`config.mk`:
```
export PLATFORM = sky130hd
export DESIGN_NAME = code_signature_scanner
export DESIGN_NICKNAME = d
export VERILOG_FILES = /design/src/hw/rtl/csig_pkg.sv /design/src/hw/rtl/csig_window.sv /design/src/hw/rtl/csig_matcher.sv /design/src/hw/rtl/code_signature_scanner.sv
export SDC_FILE = /design/constraint.sdc
export NUM_CORES = 1
export LEC_CHECK = 0
export ABC_CLOCK_PERIOD_IN_PS = 11000
export BUFFER_PORTS_ARGS = -buffer_cell sky130_fd_sc_hd__buf_4
export CAP_MARGIN = 40
export CORE_ASPECT_RATIO = 1.75
export CORE_MARGIN = 5
export CORE_UTILIZATION = 45
export CTS_CLUSTER_SIZE = 24
export DETAILED_ROUTE_END_ITERATION = 8
export SYNTH_ARGS = -nofsm -noshare
export SYNTH_HDL_FRONTEND = slang
export SYNTH_SLANG_ARGS = --single-unit
```
`constraint.sdc`:
```
create_clock -name clk -period 11 [get_ports clk]
set_clock_uncertainty 0.05 [all_clocks]
set_input_delay 1.1 -clock clk [delete_from_list [all_inputs] [get_ports clk]]
set_output_delay 1.1 -clock clk [all_outputs]
set_load 0.01 [all_outputs]
```
`src/hw/rtl/csig_pkg.sv`:
```
// shared types, constants and signature tables for the code signature scanner
`default_nettype none

package csig_pkg;

  localparam int unsigned WORD_W     = 32;
  localparam int unsigned MAX_WORDS  = 1048576;
  localparam int unsigned CNT_W      = $clog2(MAX_WORDS + 1);
  localparam int unsigned WIN_DEPTH  = 9;
  localparam int unsigned SIG_COUNT  = 4;
  localparam int unsigned SIG_MAXLEN = WIN_DEPTH + 1;

  typedef logic [WORD_W-1:0]     word_t;
  typedef word_t [WIN_DEPTH-1:0] window_t;
  typedef logic [CNT_W-1:0]      count_t;
  typedef logic [SIG_COUNT-1:0]  sig_vec_t;

  // signature order: string compare, character search, byte fill, word fill
  localparam int unsigned SIG_LEN [SIG_COUNT] = '{8, 8, 7, 10};

  localparam word_t SIG_WORDS [SIG_COUNT][SIG_MAXLEN] = '{
    '{32'hEA000001, 32'hE2800001, 32'hE2811001, 32'hE5D03000, 32'hE3530000,
      32'h0A000002, 32'hE5D12000, 32'hE1530002, 32'h00000000, 32'h00000000},
    '{32'hE5D02000, 32'hEA000002, 32'hE1520001, 32'h012FFF1E, 32'hE5F02001,
      32'hE3520000, 32'h1AFFFFFA, 32'hE3A00000, 32'h00000000, 32'h00000000},
    '{32'hEA000001, 32'hE1403091, 32'hE2800001, 32'hE3520000, 32'hE2422001,
      32'h1AFFFFFA, 32'hE12FFF1E, 32'h00000000, 32'h00000000, 32'h00000000},
    '{32'hE92D03F0, 32'hE0819002, 32'hE1A0C2A2, 32'hE081C28C, 32'hE1A02000,
      32'hE1A03002, 32'hE1A04002, 32'hE1A05002, 32'hE1A06002, 32'hE1A07002}
  };

  // window state handed from the window module to the matcher
  typedef struct packed {
    window_t window;
    count_t  count;
    logic    saturated;
  } win_state_t;

endpackage

`default_nettype wire

```
`src/hw/rtl/csig_window.sv`:
```
// sliding window of the last nine words and the saturating word counter
`default_nettype none

module csig_window
  import csig_pkg::*;
(
  input  wire logic       clk,
  input  wire logic       rst_n,
  input  wire logic       shift_en,
  input  wire logic       clear,
  input  wire word_t      word_in,
  output      win_state_t state_o
);

  window_t window_r, window_nxt;
  count_t  count_r, count_nxt;

  always_comb begin
    window_nxt = window_r;
    count_nxt  = count_r;
    if (shift_en) begin
      for (int i = WIN_DEPTH - 1; i > 0; i--) begin
        window_nxt[i] = window_r[i-1];
      end
      window_nxt[0] = word_in;
      count_nxt     = count_r + count_t'(1);
    end
    // end of image returns the scan to its reset state
    if (clear) begin
      window_nxt = '0;
      count_nxt  = '0;
    end
  end

  always_ff @(posedge clk) begin
    if (!rst_n) begin
      window_r <= '0;
      count_r  <= '0;
    end else begin
      window_r <= window_nxt;
      count_r  <= count_nxt;
    end
  end

  assign state_o.window    = window_r;
  assign state_o.count     = count_r;
  assign state_o.saturated = (count_r >= count_t'(MAX_WORDS));

endmodule

`default_nettype wire

```
`src/hw/rtl/csig_matcher.sv`:
```
// parallel constant compares of the incoming word plus window against the signatures
`default_nettype none

module csig_matcher
  import csig_pkg::*;
(
  input  wire word_t      word_in,
  input  wire win_state_t state_i,
  input  wire sig_vec_t   found_i,
  output      sig_vec_t   hit_o
);

  word_t recent [SIG_MAXLEN];

  always_comb begin
    recent[0] = word_in;
    for (int i = 0; i < WIN_DEPTH; i++) begin
      recent[i+1] = state_i.window[i];
    end
  end

  always_comb begin
    logic hit;
    int   idx;
    for (int s = 0; s < SIG_COUNT; s++) begin
      hit = 1'b1;
      for (int k = 0; k < SIG_MAXLEN; k++) begin
        if (k < SIG_LEN[s]) begin
          // signature word k sits len-1-k items back
          idx = SIG_LEN[s] - 1 - k;
          if (recent[idx[3:0]] != SIG_WORDS[s][k]) begin
            hit = 1'b0;
          end
        end
      end
      hit_o[s] = hit && !found_i[s]
                 && (state_i.count >= count_t'(SIG_LEN[s] - 1));
    end
  end

endmodule

`default_nettype wire

```
`src/hw/rtl/code_signature_scanner.sv`:
```
// the result is registered and appears on out_* in the cycle after the item with in_tlast is accepted
// throughput: one item per cycle; input stalls only while a finished result is not taken
// compare depth is set by the ten-word signature against a nine-word window plus new item
// reset (synchronous, active low) clears window, counter, match records, load address
// and the result valid flag; the scan state also clears after every last item
`default_nettype none

module code_signature_scanner
  import csig_pkg::*;
(
  input  wire logic          clk,
  input  wire logic          rst_n,
  // configuration: load_address
  input  wire logic          cfg_we,
  input  wire logic [31:0]   cfg_wdata,
  // input channel
  input  wire logic          in_tvalid,
  output      logic          in_tready,
  input  wire logic [31:0]   in_tdata,   // code_word
  input  wire logic          in_tlast,   // last_word
  // result channel
  output      logic          out_tvalid,
  input  wire logic          out_tready,
  output      logic [127:0]  out_tdata   // strcmp_address, strchr_address,
                                         // byte_fill_address, word_fill_address
);

  word_t      load_addr_r;
  sig_vec_t   found_r, found_nxt;
  word_t      match_addr_r [SIG_COUNT];
  word_t      match_addr_nxt [SIG_COUNT];
  logic       out_valid_r, out_valid_nxt;
  logic [127:0] out_data_r;

  win_state_t win_state;
  sig_vec_t   hit;
  logic       accept, step, finish;

  assign in_tready = !out_valid_r || out_tready;
  assign accept    = in_tvalid && in_tready;
  assign step      = accept && !win_state.saturated;
  assign finish    = accept && in_tlast;

  csig_window u_window (
    .clk      (clk),
    .rst_n    (rst_n),
    .shift_en (step),
    .clear    (finish),
    .word_in  (in_tdata),
    .state_o  (win_state)
  );

  csig_matcher u_matcher (
    .word_in  (in_tdata),
    .state_i  (win_state),
    .found_i  (found_r),
    .hit_o    (hit)
  );

  always_comb begin
    count_t start;
    found_nxt = found_r;
    for (int s = 0; s < SIG_COUNT; s++) begin
      match_addr_nxt[s] = match_addr_r[s];
      start = win_state.count - count_t'(SIG_LEN[s] - 1);
      if (step && hit[s]) begin
        found_nxt[s] = 1'b1;
        // a match at the image start is recorded with a zero address, which reads as not found
        if (start == '0) begin
          match_addr_nxt[s] = '0;
        end else begin
          match_addr_nxt[s] = load_addr_r + (word_t'(start) << 2);
        end
      end
    end
  end

  always_comb begin
    out_valid_nxt = out_valid_r;
    if (finish) begin
      out_valid_nxt = 1'b1;
    end else if (out_tready) begin
      out_valid_nxt = 1'b0;
    end
  end

  always_ff @(posedge clk) begin
    if (!rst_n) begin
      load_addr_r <= '0;
      found_r     <= '0;
      out_valid_r <= 1'b0;
      for (int s = 0; s < SIG_COUNT; s++) begin
        match_addr_r[s] <= '0;
      end
    end else begin
      if (cfg_we) begin
        load_addr_r <= cfg_wdata;
      end
      out_valid_r <= out_valid_nxt;
      if (finish) begin
        found_r <= '0;
        for (int s = 0; s < SIG_COUNT; s++) begin
          match_addr_r[s] <= '0;
        end
      end else begin
        found_r <= found_nxt;
        for (int s = 0; s < SIG_COUNT; s++) begin
          match_addr_r[s] <= match_addr_nxt[s];
        end
      end
    end
  end

  // unfound signatures keep a zero address, so the record is the result
  always_ff @(posedge clk) begin
    if (finish) begin
      out_data_r <= {match_addr_nxt[3], match_addr_nxt[2],
                     match_addr_nxt[1], match_addr_nxt[0]};
    end
  end

  assign out_tvalid = out_valid_r;
  assign out_tdata  = out_data_r;

endmodule

`default_nettype wire

```
==> results_dict.tcl <==
set metrics [dict create \
    clock-sinks 602 \
    period_minus_slack_ns 5.349 \
    finalSetupViolCount 0 \
    cts-htree-levels 2 \
    run_status "finished clean" \
    synth_xor_area_share_pct 3.709 \
    synth-simple-area-share_pct 25.36 \
    cap_viol_max_count 0 \
    fp-row-count 124 \
    yosys_warnings 0 \
    critical_path_class "register to register" \
    routed_via_density 5.821 \
    setup.worst_path.start_class "register" \
    cts-resized-gates 0 \
    core-area_mm2 0.06516 \
    io_pins 200 \
    synth_area_mm2 0.02951 \
    nets 3657 \
    io_buffers 199 \
    start_util_pct 45.29 \
    clock_latency_ns 0.64 \
    cts_made_buffers 55 \
    clockRootBuffer "clkbuf_16" \
    report.final.slew_viol_count 0 \
    grt_usage_pct 29.12 \
    fin_ws_ns 5.651 \
    synthMuxAreaShare_pct 2.878 \
    slew_headroom_pct 15.25 \
    antenna_found_initial 3 \
    endpoint_kind "register" \
    hold_path.class "register to register" \
    cts_tree "done" \
    synth_edf_count 224 \
    cts_hold_buf 0 \
    syn_to_final_growth_pct 14.92 \
    synthFlopType "dfxtp_1" \
    ys_ff_latch 602 \
    synth_top_area_share_pct 25.64 \
    critical_path_required_ns 11.30 \
    synth_top_area_cell "dfxtp_1" \
    place_hpwl_um 82100 \
    grt_pass1_vias 24918 \
    synthAdderAreaFrac_pct 3.383 \
    ys_seq_area_share_pct 48.43 \
    cp_max_fo 21 \
    holdWs_ns 0.4050 \
    synth_top_family_by_area "simple AND/OR/NAND/NOR gates" \
    drt_first_pass_iters 6 \
    finalHoldViolations 0 \
    vias 25489 \
    async_flop_share_pct 0 \
    dp_slack_ns 5.758 \
    wl_per_cell_um 24.46 \
    synthCells 3313 \
    synth.distinct_cells 77 \
    p_leak_uw 0.01230 \
    ant_nets 0 \
    grt_pass1_wl_um 156900 \
    cts.clk_slew.worst_paths_ns 0.07 \
    tightest_slew_ns 1.271 \
    vdd_drop_max_uv 115.4 \
    avgSynthCellArea_um2 8.909 \
    synth_compound_area_share_pct 12.95 \
    post_cts_buffers 0 \
    drc 0 \
    period_share_pct 48.63 \
    grt_max_degree 216 \
    routed_wl_um 107100 \
    drtIter0Drc 1790 \
    die_h_um 348.8 \
    synth.most_common_cell "nand2_1" \
    cts.path.max_buffers 3 \
    tns_ns 0 \
    drive_above_1_share_pct 11.48 \
    fmax_mhz 186.9 \
    synthTopCellsByArea "dfxtp_1 26%, edfxtp_1 23%, nand2_1 10%, a21oi_1 5.9%, ha_1 3.2%" \
    yosys-top-cells-count "795 x nand2_1, 378 x dfxtp_1, 347 x a21oi_1, 224 x edfxtp_1, 164 x clkbuf_1" \
    power_density_mw_per_mm2 145.9 \
    overflow 0 \
    arrival_ns 5.65 \
    gp_congestion 0.9779 \
    rsz0062_at_grt "no" \
    die_w_um 203.6 \
    die_area_mm2 0.07101 \
]
registers in the layout (all words and copies together), names as in the netlist:
name and flops:
load_addr_r 32, u_window.state_o 288, u_window.count_r 21, match_addr_r 128, found_r 4, out_tvalid 1, out_tdata 128
final timing paths:
check | from | endpoint | slack (ns) | cells past startpoint
worst max-delay path | u_window.count_r[3]$_SDFFE_PN0P_ | match_addr_r[3][31]$_SDFFCE_PN0P_ | 5.65 | 12
worst min-delay path | match_addr_r[2][22]$_SDFFE_PP0P_ | match_addr_r[2][22]$_SDFFE_PP0P_ | 0.41 | 2
worst max register to register | u_window.count_r[3]$_SDFFE_PN0P_ | match_addr_r[3][31]$_SDFFCE_PN0P_ | 5.65 | 12
worst min register to register | match_addr_r[2][22]$_SDFFE_PP0P_ | match_addr_r[2][22]$_SDFFE_PP0P_ | 0.41 | 2
critical path: stages (launching register included):
cell and delay (ns):
dfxtp_1 0.81, clkinv_1 0.53, o21ai_0 0.57, xnor2_1 0.18, ha_1 0.38, and3_1 0.23
and3_1 0.17, a211oi_1 0.64, o211ai_1 0.26, a41oi_1 0.78, nor2_1 0.14, xnor2_1 0.21
o21ai_0 0.11
placed cells by master, fill, tap and decap left out, types with 66 or more instances in the layout:
cell type / synthesis / routed
nand2_1: 795 / 795
dfxtp_1: 378 / 378
a21oi_1: 347 / 347
edfxtp_1: 224 / 224
buf_4: 3 / 220
nor2_1: 122 / 121
o21ai_0: 114 / 114
conb_1: 1 / 96
and2_1: 90 / 90
ha_1: 75 / 75
nor4_1: 69 / 68
xor2_1: 66 / 66
kinds of logic (layout without fill, tap and decap cells):
| kind of cell | Yosys count | count (layout) |
|---|---|---|
| AOI/OAI and AO/OA | 666 | 666 |
| xor gates and xnor gates | 125 | 125 |
| adders and majority gates | 78 | 78 |
| buffers and inverters | 240 | 387 |
| DFF | 602 | 602 |
| muxes | 80 | 80 |
| other | 1 | 101 |
| and+or+nand+nor | 1521 | 1521 |
power breakdown:
part           internal (uW)  switching, uW
Clock                   1090            866
Sequential              2380           55.4
Combinational            202            361
through the flow:
step | power (uW) | std cells | utilization, % | area (um^2)
after floorplan | 2814 | 3408 | - | 29870
after detailed placement | 3041 | 4270 | 49.27 | 32100
after global routing | 5121 | 4374 | 52.03 | 33910
final | 4948 | 4379 | 52.05 | 33920
after global placement | 3023 | 4254 | 48.87 | 31850
after CTS | 4986 | 4373 | 52.02 | 33900
final cells by class:
type                       instances  area (um^2)
fill                            6200        31250
clock inverter                    19        211.5
antenna                            5        12.51
tap                              819         1025
inverter                          46        172.7
multi-input combinational       2566        14660
clock buffer                      84         1585
sequential                       602        14290
timing repair buffer             238         1959
metal layers:
layer	routed length, um	track usage, %	vias up
li1	-	-	12025
met1	35770	28.72	12270
met2	58270	56.78	882
met3	4696	3.491	310
met4	8353	18.18	2
met5	17	0	-
No activity file was read; power rests on OpenSTA's default activity.
